[config.mk]
export PLATFORM = sky130hd
export DESIGN_NAME = led_pattern_sequencer
export DESIGN_NICKNAME = d
export VERILOG_FILES = /design/src/rtl/lps_pkg.sv /design/src/rtl/lps_ram.sv /design/src/rtl/lps_front.sv /design/src/rtl/lps_queue.sv /design/src/rtl/lps_back.sv /design/src/rtl/led_pattern_sequencer.sv
export SDC_FILE = /design/constraint.sdc
export NUM_CORES = 1
export LEC_CHECK = 0
export BUFFER_PORTS_ARGS = -buffer_cell sky130_fd_sc_hd__buf_2
export CAP_MARGIN = 20
export CORE_MARGIN = 2
export CORE_UTILIZATION = 55
export DETAILED_ROUTE_END_ITERATION = 16
export GPL_ROUTABILITY_DRIVEN = 1
export PLACE_DENSITY = 0.71
export SYNTH_ARGS = -nofsm -noshare
export SYNTH_HDL_FRONTEND = slang
export SYNTH_SLANG_ARGS = --single-unit
export TNS_END_PERCENT = 1
[constraint.sdc]
create_clock -name clk -period 3.6 [get_ports clk]
set_input_delay 0.72 -clock clk [delete_from_list [all_inputs] [get_ports clk]]
set_output_delay 0.72 -clock clk [all_outputs]
set_load 0.005 [all_outputs]
[src/rtl/lps_pkg.sv]
// shared types, codes and defaults for the led pattern sequencer
package lps_pkg;

    localparam int LED_COUNT_DEF     = 32;
    localparam int PALETTE_DEPTH_DEF = 16;
    localparam int QUEUE_DEPTH       = 4;

    // input item kinds
    localparam logic [1:0] KIND_REFRESH = 2'd0;
    localparam logic [1:0] KIND_MODE    = 2'd1;
    localparam logic [1:0] KIND_LOAD    = 2'd2;

    // effect modes
    localparam logic [1:0] MODE_OFF     = 2'd0;
    localparam logic [1:0] MODE_CHASE_A = 2'd1;
    localparam logic [1:0] MODE_CHASE_B = 2'd2;
    localparam logic [1:0] MODE_FADE    = 2'd3;

    // queued command opcodes
    localparam logic [1:0] OP_REFRESH = 2'd0;
    localparam logic [1:0] OP_MODE    = 2'd1;
    localparam logic [1:0] OP_LOAD    = 2'd2;

    typedef struct packed {
        logic [1:0] kind;
        logic [1:0] mode_value;
        logic       palette_select;
        logic [3:0] entry_index;
        logic [7:0] load_red;
        logic [7:0] load_green;
        logic [7:0] load_blue;
    } in_item_t;

    typedef struct packed {
        logic [4:0] led_index;
        logic [7:0] out_red;
        logic [7:0] out_green;
        logic [7:0] out_blue;
        logic [1:0] active_mode;
        logic       last;
    } out_item_t;

    typedef struct packed {
        logic [1:0]  op;
        logic [1:0]  mode_value;
        logic        palette_select;
        logic [3:0]  entry_index;
        logic [23:0] color;
    } cmd_t;

endpackage

[src/rtl/lps_ram.sv]
// generic single write port ram with registered read
module lps_ram #(
    parameter int WIDTH = 24,
    parameter int DEPTH = 32
) (
    input  logic                     clk,
    input  logic                     we,
    input  logic [$clog2(DEPTH)-1:0] waddr,
    input  logic [WIDTH-1:0]         wdata,
    input  logic                     re,
    input  logic [$clog2(DEPTH)-1:0] raddr,
    output logic [WIDTH-1:0]         rdata
);

    logic [WIDTH-1:0] mem_reg [DEPTH];
    logic [WIDTH-1:0] rdata_reg;

    always_ff @(posedge clk)
    begin
        if (we)
        begin
            mem_reg[waddr] <= wdata;
        end
        if (re)
        begin
            rdata_reg <= mem_reg[raddr];
        end
    end

    assign rdata = rdata_reg;

endmodule

[src/rtl/lps_front.sv]
// front end: takes input beats, drops no-op items and turns the rest into commands
module lps_front #(
    parameter int PALETTE_DEPTH = 16
) (
    input  logic             in_valid,
    output logic             in_ready,
    input  lps_pkg::in_item_t in_data,
    input  logic             q_full,
    output logic             q_push,
    output lps_pkg::cmd_t    q_cmd
);

    import lps_pkg::*;

    logic keep;

    always_comb
    begin
        keep       = 1'b0;
        q_cmd.op   = OP_REFRESH;
        case (in_data.kind)
            KIND_REFRESH:
            begin
                keep     = 1'b1;
                q_cmd.op = OP_REFRESH;
            end
            KIND_MODE:
            begin
                keep     = 1'b1;
                q_cmd.op = OP_MODE;
            end
            KIND_LOAD:
            begin
                // loads past the palette end are dropped here
                keep     = (int'(in_data.entry_index) < PALETTE_DEPTH);
                q_cmd.op = OP_LOAD;
            end
            default:
            begin
                keep     = 1'b0;
                q_cmd.op = OP_REFRESH;
            end
        endcase
        q_cmd.mode_value     = in_data.mode_value;
        q_cmd.palette_select = in_data.palette_select;
        q_cmd.entry_index    = in_data.entry_index;
        q_cmd.color          = {in_data.load_red, in_data.load_green, in_data.load_blue};
    end

    assign in_ready = !q_full;
    assign q_push   = in_valid && !q_full && keep;

endmodule

[src/rtl/lps_queue.sv]
// short command fifo between front end and back end
module lps_queue #(
    parameter int DEPTH = 4
) (
    input  logic          clk,
    input  logic          rst_n,
    input  logic          push,
    input  lps_pkg::cmd_t din,
    output logic          full,
    input  logic          pop,
    output lps_pkg::cmd_t dout,
    output logic          empty
);

    import lps_pkg::*;

    localparam int PW = (DEPTH > 1) ? $clog2(DEPTH) : 1;
    localparam int NW = $clog2(DEPTH + 1);

    cmd_t          entries_reg [DEPTH];
    logic [PW-1:0] wr_ptr_reg, wr_ptr_next;
    logic [PW-1:0] rd_ptr_reg, rd_ptr_next;
    logic [NW-1:0] count_reg, count_next;

    always_comb
    begin
        wr_ptr_next = wr_ptr_reg;
        rd_ptr_next = rd_ptr_reg;
        count_next  = count_reg;
        if (push)
        begin
            wr_ptr_next = (int'(wr_ptr_reg) == DEPTH - 1) ? '0 : PW'(wr_ptr_reg + 1'b1);
        end
        if (pop)
        begin
            rd_ptr_next = (int'(rd_ptr_reg) == DEPTH - 1) ? '0 : PW'(rd_ptr_reg + 1'b1);
        end
        if (push && !pop)
        begin
            count_next = NW'(count_reg + 1'b1);
        end
        else if (pop && !push)
        begin
            count_next = NW'(count_reg - 1'b1);
        end
    end

    always_ff @(posedge clk or negedge rst_n)
    begin
        if (!rst_n)
        begin
            wr_ptr_reg <= '0;
            rd_ptr_reg <= '0;
            count_reg  <= '0;
        end
        else
        begin
            wr_ptr_reg <= wr_ptr_next;
            rd_ptr_reg <= rd_ptr_next;
            count_reg  <= count_next;
        end
    end

    always_ff @(posedge clk)
    begin
        if (push)
        begin
            entries_reg[wr_ptr_reg] <= din;
        end
    end

    assign dout  = entries_reg[rd_ptr_reg];
    assign full  = (int'(count_reg) == DEPTH);
    assign empty = (count_reg == '0);

endmodule

[src/rtl/lps_back.sv]
// back end: effect state, palette memory and the per-led beat generator
module lps_back #(
    parameter int LED_COUNT     = 32,
    parameter int PALETTE_DEPTH = 16
) (
    input  logic               clk,
    input  logic               rst_n,
    input  logic               cfg_we,
    input  logic               cfg_index,
    input  logic [4:0]         cfg_data,
    input  logic               q_empty,
    output logic               q_pop,
    input  lps_pkg::cmd_t      q_cmd,
    output logic               out_valid,
    input  logic               out_ready,
    output lps_pkg::out_item_t out_data
);

    import lps_pkg::*;

    localparam int IW = $clog2(PALETTE_DEPTH);
    localparam int LW = $clog2(PALETTE_DEPTH + 1);
    localparam int AW = $clog2(2 * PALETTE_DEPTH);
    localparam int CW = (LED_COUNT > 1) ? $clog2(LED_COUNT) : 1;

    localparam logic REG_CHASE_A_LEN = 1'b0;
    localparam logic REG_CHASE_B_LEN = 1'b1;

    localparam logic [1:0] DIR_RISE = 2'd0;
    localparam logic [1:0] DIR_FALL = 2'd1;
    localparam logic [1:0] DIR_HOLD = 2'd2;

    localparam logic [2:0] HOLD_INIT  = 3'd5;
    localparam logic [3:0] LEVEL_DARK = 4'd9;
    localparam logic [4:0] LEN_INIT   = 5'd16;

    function automatic logic [LW-1:0] eff_len(input logic [4:0] r);
        if (r == '0)
            return LW'(1);
        else if (int'(r) > PALETTE_DEPTH)
            return LW'(PALETTE_DEPTH);
        else
            return LW'(r);
    endfunction

    function automatic logic [IW-1:0] chase_start(input logic [IW-1:0] p,
                                                  input logic [LW-1:0] len);
        if (p == '0 || LW'(p) >= len)
            return '0;
        else
            return IW'(len - LW'(p));
    endfunction

    function automatic logic [IW-1:0] wrap_inc(input logic [IW-1:0] p,
                                               input logic [LW-1:0] len);
        logic [LW-1:0] n;
        n = LW'(p) + LW'(1);
        if (n >= len)
            return '0;
        else
            return IW'(n);
    endfunction

    // white drive level: 255 / level, black from the dark level up
    function automatic logic [7:0] fade_drive(input logic [3:0] lvl);
        case (lvl)
            4'd0:    return 8'd255;
            4'd1:    return 8'd255;
            4'd2:    return 8'd127;
            4'd3:    return 8'd85;
            4'd4:    return 8'd63;
            4'd5:    return 8'd51;
            4'd6:    return 8'd42;
            4'd7:    return 8'd36;
            4'd8:    return 8'd31;
            default: return 8'd0;
        endcase
    endfunction

    // effect state
    logic [4:0]    len_a_reg, len_b_reg;
    logic [1:0]    mode_reg, mode_next;
    logic [IW-1:0] pos_a_reg, pos_a_next;
    logic [IW-1:0] pos_b_reg, pos_b_next;
    logic [3:0]    level_reg, level_next;
    logic [1:0]    dir_reg, dir_next;
    logic [2:0]    hold_reg, hold_next;

    // beat generator
    logic          gen_busy_reg, gen_busy_next;
    logic          gen_single_reg, gen_single_next;
    logic          gen_pal_reg, gen_pal_next;
    logic          gen_sel_reg, gen_sel_next;
    logic [CW-1:0] gen_led_reg, gen_led_next;
    logic [IW-1:0] gen_c_reg, gen_c_next;
    logic [LW-1:0] gen_len_reg, gen_len_next;
    logic [7:0]    gen_flat_reg, gen_flat_next;

    // ram read stage and output register
    logic          s1_valid_reg, s1_valid_next;
    logic [CW-1:0] s1_led_reg;
    logic          s1_last_reg;
    logic          s1_pal_reg;
    logic [7:0]    s1_flat_reg;
    logic [1:0]    s1_mode_reg;
    logic          out_valid_reg, out_valid_next;
    out_item_t     out_data_reg;

    logic          issue, gen_last, s1_adv;
    logic          ram_we;
    logic [AW-1:0] ram_waddr, ram_raddr;
    logic [23:0]   ram_rdata;

    // fade step applied after a fade refresh
    logic [3:0] fade_lvl_upd;
    logic [1:0] fade_dir_upd;
    logic [2:0] fade_hold_upd;

    always_comb
    begin
        fade_lvl_upd  = level_reg;
        fade_dir_upd  = dir_reg;
        fade_hold_upd = hold_reg;
        if (level_reg >= LEVEL_DARK)
        begin
            fade_dir_upd = DIR_FALL;
        end
        else if (level_reg == 4'd1 && dir_reg == DIR_FALL)
        begin
            fade_dir_upd  = DIR_HOLD;
            fade_hold_upd = HOLD_INIT;
        end
        if (fade_dir_upd == DIR_FALL)
        begin
            fade_lvl_upd = level_reg - 4'd1;
        end
        else if (fade_dir_upd == DIR_RISE)
        begin
            fade_lvl_upd = level_reg + 4'd1;
        end
        else if (fade_dir_upd == DIR_HOLD && fade_hold_upd != '0)
        begin
            fade_hold_upd = fade_hold_upd - 3'd1;
        end
        else
        begin
            fade_dir_upd = DIR_RISE;
        end
    end

    assign q_pop    = !gen_busy_reg && !q_empty;
    assign s1_adv   = s1_valid_reg && (!out_valid_reg || out_ready);
    assign issue    = gen_busy_reg && (!s1_valid_reg || s1_adv);
    assign gen_last = gen_single_reg || (gen_led_reg == CW'(LED_COUNT - 1));

    assign ram_we    = q_pop && (q_cmd.op == OP_LOAD);
    assign ram_waddr = q_cmd.palette_select ?
                       AW'(PALETTE_DEPTH) + AW'(q_cmd.entry_index) : AW'(q_cmd.entry_index);
    assign ram_raddr = gen_sel_reg ? AW'(PALETTE_DEPTH) + AW'(gen_c_reg) : AW'(gen_c_reg);

    always_comb
    begin
        mode_next       = mode_reg;
        pos_a_next      = pos_a_reg;
        pos_b_next      = pos_b_reg;
        level_next      = level_reg;
        dir_next        = dir_reg;
        hold_next       = hold_reg;
        gen_busy_next   = gen_busy_reg;
        gen_single_next = gen_single_reg;
        gen_pal_next    = gen_pal_reg;
        gen_sel_next    = gen_sel_reg;
        gen_led_next    = gen_led_reg;
        gen_c_next      = gen_c_reg;
        gen_len_next    = gen_len_reg;
        gen_flat_next   = gen_flat_reg;

        if (q_pop)
        begin
            case (q_cmd.op)
                OP_REFRESH:
                begin
                    gen_busy_next   = 1'b1;
                    gen_single_next = 1'b0;
                    gen_led_next    = '0;
                    gen_pal_next    = 1'b0;
                    gen_flat_next   = 8'd0;
                    case (mode_reg)
                        MODE_CHASE_A:
                        begin
                            gen_pal_next = 1'b1;
                            gen_sel_next = 1'b0;
                            gen_len_next = eff_len(len_a_reg);
                            gen_c_next   = chase_start(pos_a_reg, eff_len(len_a_reg));
                            pos_a_next   = wrap_inc(pos_a_reg, eff_len(len_a_reg));
                        end
                        MODE_CHASE_B:
                        begin
                            gen_pal_next = 1'b1;
                            gen_sel_next = 1'b1;
                            gen_len_next = eff_len(len_b_reg);
                            gen_c_next   = chase_start(pos_b_reg, eff_len(len_b_reg));
                            pos_b_next   = wrap_inc(pos_b_reg, eff_len(len_b_reg));
                        end
                        MODE_FADE:
                        begin
                            gen_flat_next = fade_drive(level_reg);
                            level_next    = fade_lvl_upd;
                            dir_next      = fade_dir_upd;
                            hold_next     = fade_hold_upd;
                        end
                        default:
                        begin
                            gen_flat_next = 8'd0;
                        end
                    endcase
                end
                OP_MODE:
                begin
                    gen_busy_next   = 1'b1;
                    gen_single_next = 1'b1;
                    gen_led_next    = '0;
                    gen_pal_next    = 1'b0;
                    gen_flat_next   = 8'd0;
                    case (q_cmd.mode_value)
                        MODE_CHASE_A:
                        begin
                            mode_next  = MODE_CHASE_A;
                            pos_a_next = '0;
                        end
                        MODE_CHASE_B:
                        begin
                            mode_next  = MODE_CHASE_B;
                            pos_b_next = '0;
                        end
                        MODE_FADE:
                        begin
                            mode_next  = MODE_FADE;
                            level_next = 4'd1;
                            dir_next   = DIR_FALL;
                            hold_next  = HOLD_INIT;
                        end
                        default:
                        begin
                            mode_next = mode_reg;
                        end
                    endcase
                end
                default:
                begin
                    gen_busy_next = 1'b0;
                end
            endcase
        end

        if (issue)
        begin
            gen_led_next = CW'(gen_led_reg + 1'b1);
            gen_c_next   = wrap_inc(gen_c_reg, gen_len_reg);
            if (gen_last)
            begin
                gen_busy_next = 1'b0;
            end
        end
    end

    always_comb
    begin
        s1_valid_next = s1_valid_reg;
        if (issue)
            s1_valid_next = 1'b1;
        else if (s1_adv)
            s1_valid_next = 1'b0;

        out_valid_next = out_valid_reg;
        if (s1_adv)
            out_valid_next = 1'b1;
        else if (out_ready)
            out_valid_next = 1'b0;
    end

    always_ff @(posedge clk or negedge rst_n)
    begin
        if (!rst_n)
        begin
            len_a_reg      <= LEN_INIT;
            len_b_reg      <= LEN_INIT;
            mode_reg       <= MODE_OFF;
            pos_a_reg      <= '0;
            pos_b_reg      <= '0;
            level_reg      <= 4'd1;
            dir_reg        <= DIR_FALL;
            hold_reg       <= HOLD_INIT;
            gen_busy_reg   <= 1'b0;
            s1_valid_reg   <= 1'b0;
            out_valid_reg  <= 1'b0;
        end
        else
        begin
            if (cfg_we && cfg_index == REG_CHASE_A_LEN)
                len_a_reg <= cfg_data;
            if (cfg_we && cfg_index == REG_CHASE_B_LEN)
                len_b_reg <= cfg_data;
            mode_reg      <= mode_next;
            pos_a_reg     <= pos_a_next;
            pos_b_reg     <= pos_b_next;
            level_reg     <= level_next;
            dir_reg       <= dir_next;
            hold_reg      <= hold_next;
            gen_busy_reg  <= gen_busy_next;
            s1_valid_reg  <= s1_valid_next;
            out_valid_reg <= out_valid_next;
        end
    end

    always_ff @(posedge clk)
    begin
        gen_single_reg <= gen_single_next;
        gen_pal_reg    <= gen_pal_next;
        gen_sel_reg    <= gen_sel_next;
        gen_led_reg    <= gen_led_next;
        gen_c_reg      <= gen_c_next;
        gen_len_reg    <= gen_len_next;
        gen_flat_reg   <= gen_flat_next;
        if (issue)
        begin
            s1_led_reg  <= gen_led_reg;
            s1_last_reg <= gen_last;
            s1_pal_reg  <= gen_pal_reg;
            s1_flat_reg <= gen_flat_reg;
            s1_mode_reg <= mode_reg;
        end
        if (s1_adv)
        begin
            out_data_reg.led_index   <= 5'(s1_led_reg);
            out_data_reg.out_red     <= s1_pal_reg ? ram_rdata[23:16] : s1_flat_reg;
            out_data_reg.out_green   <= s1_pal_reg ? ram_rdata[15:8]  : s1_flat_reg;
            out_data_reg.out_blue    <= s1_pal_reg ? ram_rdata[7:0]   : s1_flat_reg;
            out_data_reg.active_mode <= s1_mode_reg;
            out_data_reg.last        <= s1_last_reg;
        end
    end

    lps_ram #(
        .WIDTH (24),
        .DEPTH (2 * PALETTE_DEPTH)
    ) u_palette (
        .clk   (clk),
        .we    (ram_we),
        .waddr (ram_waddr),
        .wdata (q_cmd.color),
        .re    (issue),
        .raddr (ram_raddr),
        .rdata (ram_rdata)
    );

    assign out_valid = out_valid_reg;
    assign out_data  = out_data_reg;

endmodule

[src/rtl/led_pattern_sequencer.sv]
// top level of the led pattern sequencer
//
// usage: items come in on the in_valid / in_ready channel, one beat per item:
// refresh, set mode or palette load. result beats leave on out_valid /
// out_ready. a refresh gives LED_COUNT beats (led 0 first, last set on the
// final led), a set mode gives one beat carrying the resulting mode (a set
// mode to off leaves the mode as it was), a load gives none. the user writes
// the chase lengths through cfg_we / cfg_index / cfg_data only while the
// block is idle; the block does not enforce this. an item goes through the
// queue, generator, ram read stage and output register. throughput: one led
// color per cycle out of the palette ram read port unless out_ready stalls
// it; the back end takes a new command only when done with the last. a 4
// entry command queue lets the front keep taking beats while the back end is busy.
// reset: mode off, chase positions zero, fade at level 1 falling, lengths 16,
// queue and pipeline empty. palette contents are undefined until loaded.
// stall: when out_ready is low the output register holds its beat, the ram
// stage and generator stop behind it, and in_ready drops once the queue fills.
module led_pattern_sequencer #(
    parameter int LED_COUNT     = lps_pkg::LED_COUNT_DEF,
    parameter int PALETTE_DEPTH = lps_pkg::PALETTE_DEPTH_DEF
) (
    input  logic               clk,
    input  logic               rst_n,
    input  logic               in_valid,
    output logic               in_ready,
    input  lps_pkg::in_item_t  in_data,
    output logic               out_valid,
    input  logic               out_ready,
    output lps_pkg::out_item_t out_data,
    input  logic               cfg_we,
    input  logic               cfg_index,
    input  logic [4:0]         cfg_data
);

    import lps_pkg::*;

    // front to queue
    logic q_push;
    logic q_full;
    cmd_t q_in_cmd;

    // queue to back end
    logic q_pop;
    logic q_empty;
    cmd_t q_out_cmd;

    // front end classifies each beat; kind 3 and out of range loads vanish here
    lps_front #(
        .PALETTE_DEPTH (PALETTE_DEPTH)
    ) u_front (
        .in_valid (in_valid),
        .in_ready (in_ready),
        .in_data  (in_data),
        .q_full   (q_full),
        .q_push   (q_push),
        .q_cmd    (q_in_cmd)
    );

    lps_queue #(
        .DEPTH (QUEUE_DEPTH)
    ) u_queue (
        .clk   (clk),
        .rst_n (rst_n),
        .push  (q_push),
        .din   (q_in_cmd),
        .full  (q_full),
        .pop   (q_pop),
        .dout  (q_out_cmd),
        .empty (q_empty)
    );

    // back end owns the effect state, the palette ram and the output register
    lps_back #(
        .LED_COUNT     (LED_COUNT),
        .PALETTE_DEPTH (PALETTE_DEPTH)
    ) u_back (
        .clk       (clk),
        .rst_n     (rst_n),
        .cfg_we    (cfg_we),
        .cfg_index (cfg_index),
        .cfg_data  (cfg_data),
        .q_empty   (q_empty),
        .q_pop     (q_pop),
        .q_cmd     (q_out_cmd),
        .out_valid (out_valid),
        .out_ready (out_ready),
        .out_data  (out_data)
    );

endmodule

==> flow_summary.yaml <==
run_status:
  outcome: "complete, no violations"
sta:
  worstMarginPinSlew_ns: 0.970
  skew_ns: 0.0442
  holdWs_ns: 0.181
  hold_viol_final: 0
  rsz0062_at_grt: "no"
  tns_ns: 0
  setup_viol: 0
  slew_violations: 0
  max_freq_ghz: 0.315
  slew-limit-headroom_pct: 35.3
  fin_crit_ns: 3.17
  timing.final.crit_share_pct: 88.2
clock_tree:
  cts.repair.resized: 0
  clk_latency_ns: 0.68
  holdBufCountCts: 0
  cts.clk_slew.worst_paths_ns: 0.06
  cts_num_sinks: 1035
  cts-root-buf: "clkbuf_16"
  cts_setup_buffers: 0
  h-tree-depth: 3
  cts_buffer_depth: 3
  cts_tree: "built"
  cts_buffers: 101
synthesis:
  synth_edf_count: 996
  synth_fa_ha_area_share_pct: 1.91
  ys_warn_count: 0
  avgSynthCellArea_sq_um: 21.8
  synthFlopType: "edfxtp_1"
  synth_top_family_by_area: "multiplexers"
  synth_top_area_cell: "edfxtp_1"
  synth_cells: 1861
  yosysTopAreaCellShare_pct: 73.8
  syn-cell-area_sq_um: 40500
  synth_compound_area_share_pct: 1.16
  synth_seq_cells: 1035
  ys_types: 61
  syn-num-nets: 1965
  yosys-top-cells-area: "edfxtp_1 74%, mux4_2 15%, dfrtp_1 2.0%, ha_1 1.8%, mux2_2 1.0%"
  yosys.area_share.simple_pct: 2.91
  async_reset_ff_share_pct: 3.77
  synthXorXnorAreaFrac_pct: 0.303
  ys_seq_area_share_pct: 76.3
  muxShareOfSynthArea_pct: 16.2
power:
  combPwrFrac_pct: 29.4
  peakVddDrop_v: 0.000718
  seqPwrFrac_pct: 44.2
  leakagePower_nw: 15.1
  switching_power_mw: 11.7
  clockPowerShare_pct: 26.4
  switching_share_pct: 30.4
  p_int_mw: 26.8
  pwr_density_cell_nw_per_um2: 838
die:
  die-area_sq_um: 75800
  start_util_pct: 55.5
  die_h_microns: 275
  fp.coreArea_sq_um: 73000
  die_w_microns: 275
  rows: 99
  pin_count: 78
grt:
  grt.overflow.total: 0
  antenna_found_initial: 5
  grt_pass1_vias: 19733
  grt_max_degree: 54
  grt.total_usage_pct: 24.3
  grt_pass1_wl_microns: 131000
place:
  hpwlAfterDp_microns: 54200
  portBuffers: 77
  globalplace.congestion: 0.806
final_layout:
  drive_above_1_share_pct: 30.8
  finalNetCount: 2152
  largest_reg_flops: 768
  syn2layout_area_growth_pct: 13.5
worst_setup_path:
  arrival_ns: 3.52
  worst_setup_path_start_kind: "flop"
  critPathMaxFanout: 14
  path_class: "reg2reg"
  required_ns: 3.95
  endpoint_kind: "flop"
detailed_routing:
  dr.pass1.iters: 6
  vias: 19251
  ant_nets: 0
  avgViaCountPerCell: 6.22
  drt-initial-drc-count: 2240
  drc: 0
  finalWirelength_microns: 89200
  wire_per_inst_microns: 28.8
worst_hold_path:
  hp-class: "in2async"
run:
  cap_violations: 0
[final cells by class]
cell class | count | area, sq um
antenna | 3 | 7.51
fill | 4756 | 27000
inverter | 43 | 161
tap | 959 | 1200
sequential | 1035 | 30900
timing repair buffer | 162 | 1270
clock buffer | 122 | 2610
multi-input combinational | 705 | 9200
clock inverter | 67 | 619
[through the flow]
stage	cells	power, mW	worst slack [ns]	cell area, sq um	util [%]
5_1_grt	3096	40.1	0.307	46000	63.0
3_3_place_gp	2904	28.2	0.463	42700	58.6
2_1_floorplan	1861	24.5	0.329	40500	-
3_5_place_dp	2904	28.6	0.434	42700	58.6
6_report	3096	38.5	0.426	46000	63.0
4_1_cts	3093	38.7	0.422	46000	63.0
[final timing paths]
check                                           start                          endpoint  slack (ns)  cells after the start
worst max-delay path            u_queue.rd_ptr_reg[0]  u_back.u_palette.mem_reg[27][11]        0.43                      6
worst min-delay path                            rst_n                  u_back.out_valid        0.18                      1
worst max register to register  u_queue.rd_ptr_reg[0]  u_back.u_palette.mem_reg[27][11]        0.43                      6
worst min register to register   u_back.s1_led_reg[1]               u_back.out_data[28]        0.42                      0
max in group asynchronous                       rst_n             u_queue.rd_ptr_reg[0]        2.74                      1
min in group clk                           in_data[4]         u_queue.entries_reg[0][4]        0.25                      1
[critical path: stages (launching register included)]
cell     delay [ns]
dfrtp_2        0.59
mux4_2         0.56
nor2_1         0.17
nand4_1        0.16
buf_4          0.22
nor2_2         0.75
buf_4          0.39
[metal layers]
metal	routed length, microns	up-vias	global-route usage (%)
met1	35100	10105	34.7
met2	43900	947	38.3
met5	22	-	0
met3	8100	148	5.71
met4	2100	4	6.51
li1	-	8047	-
[logic make-up (layout without fill, tap and decap cells)]
kind of cell | after synthesis | count (layout)
other | 0 | 3
buffers and inverters | 121 | 394
adders and majority gates | 60 | 60
AOI/OAI and AO/OA | 70 | 70
muxes | 311 | 311
xor gates and xnor gates | 14 | 14
DFF | 1035 | 1035
and+or+nand+nor | 250 | 250
[power groups by stage]
stage,clock (mW),combinational [mW],sequential [mW]
2_1_floorplan,0,7.53,17.0
5_1_grt,10.8,12.2,17.1
3_3_place_gp,0,11.0,17.2
3_5_place_dp,0,11.3,17.3
6_report,10.2,11.3,17.0
4_1_cts,10.3,11.4,17.0
[Yosys cell counts, types with 2 or more instances]
| library cell | count |
|---|---|
| nor2_1 | 70 |
| a21o_1 | 4 |
| dfstp_2 | 6 |
| nor3b_1 | 2 |
| and3_1 | 9 |
| a21boi_0 | 3 |
| nand3_1 | 9 |
| nand2b_1 | 19 |
| buf_1 | 7 |
| o22ai_1 | 6 |
| mux2i_1 | 2 |
| ha_1 | 57 |
| mux2_2 | 36 |
| or2_2 | 3 |
| nand2_1 | 89 |
| or3_1 | 2 |
| dfrtp_1 | 33 |
| o21ai_1 | 4 |
| edfxtp_1 | 996 |
| fa_1 | 3 |
| nand4_1 | 3 |
| nor2b_1 | 11 |
| buf_2 | 20 |
| xnor2_1 | 5 |
| xor2_1 | 9 |
| inv_1 | 42 |
| a211oi_1 | 3 |
| nand3b_1 | 4 |
| a21oi_1 | 11 |
| a22o_1 | 3 |
| clkbuf_1 | 50 |
| o31ai_1 | 3 |
| a22oi_1 | 2 |
| mux4_2 | 273 |
| or4_1 | 2 |
| nand4b_1 | 2 |
| nor3_1 | 12 |
| o21ai_0 | 17 |
| a21bo_2 | 2 |
| and2_1 | 6 |
[layout by cell type, fill, tap and decap left out, drive strengths merged, types with 4 or more instances in the layout]
| cell | instances |
|---|---|
| and2 | 6 |
| edfxtp | 996 |
| inv | 45 |
| nor3 | 12 |
| clkinv | 54 |
| xnor2 | 5 |
| nand3 | 9 |
| dfrtp | 33 |
| buf | 162 |
| a21o | 4 |
| nand2b | 19 |
| dfstp | 6 |
| o22ai | 6 |
| nand2 | 90 |
| clkbuf | 122 |
| nor2b | 11 |
| o21ai | 21 |
| mux2 | 36 |
| nand3b | 4 |
| a21oi | 11 |
| mux4 | 273 |
| bufinv | 8 |
| nor2 | 70 |
| xor2 | 9 |
| ha | 57 |
| a211oi | 4 |
| and3 | 9 |
Note: power is estimated with default switching activity, not from simulation.
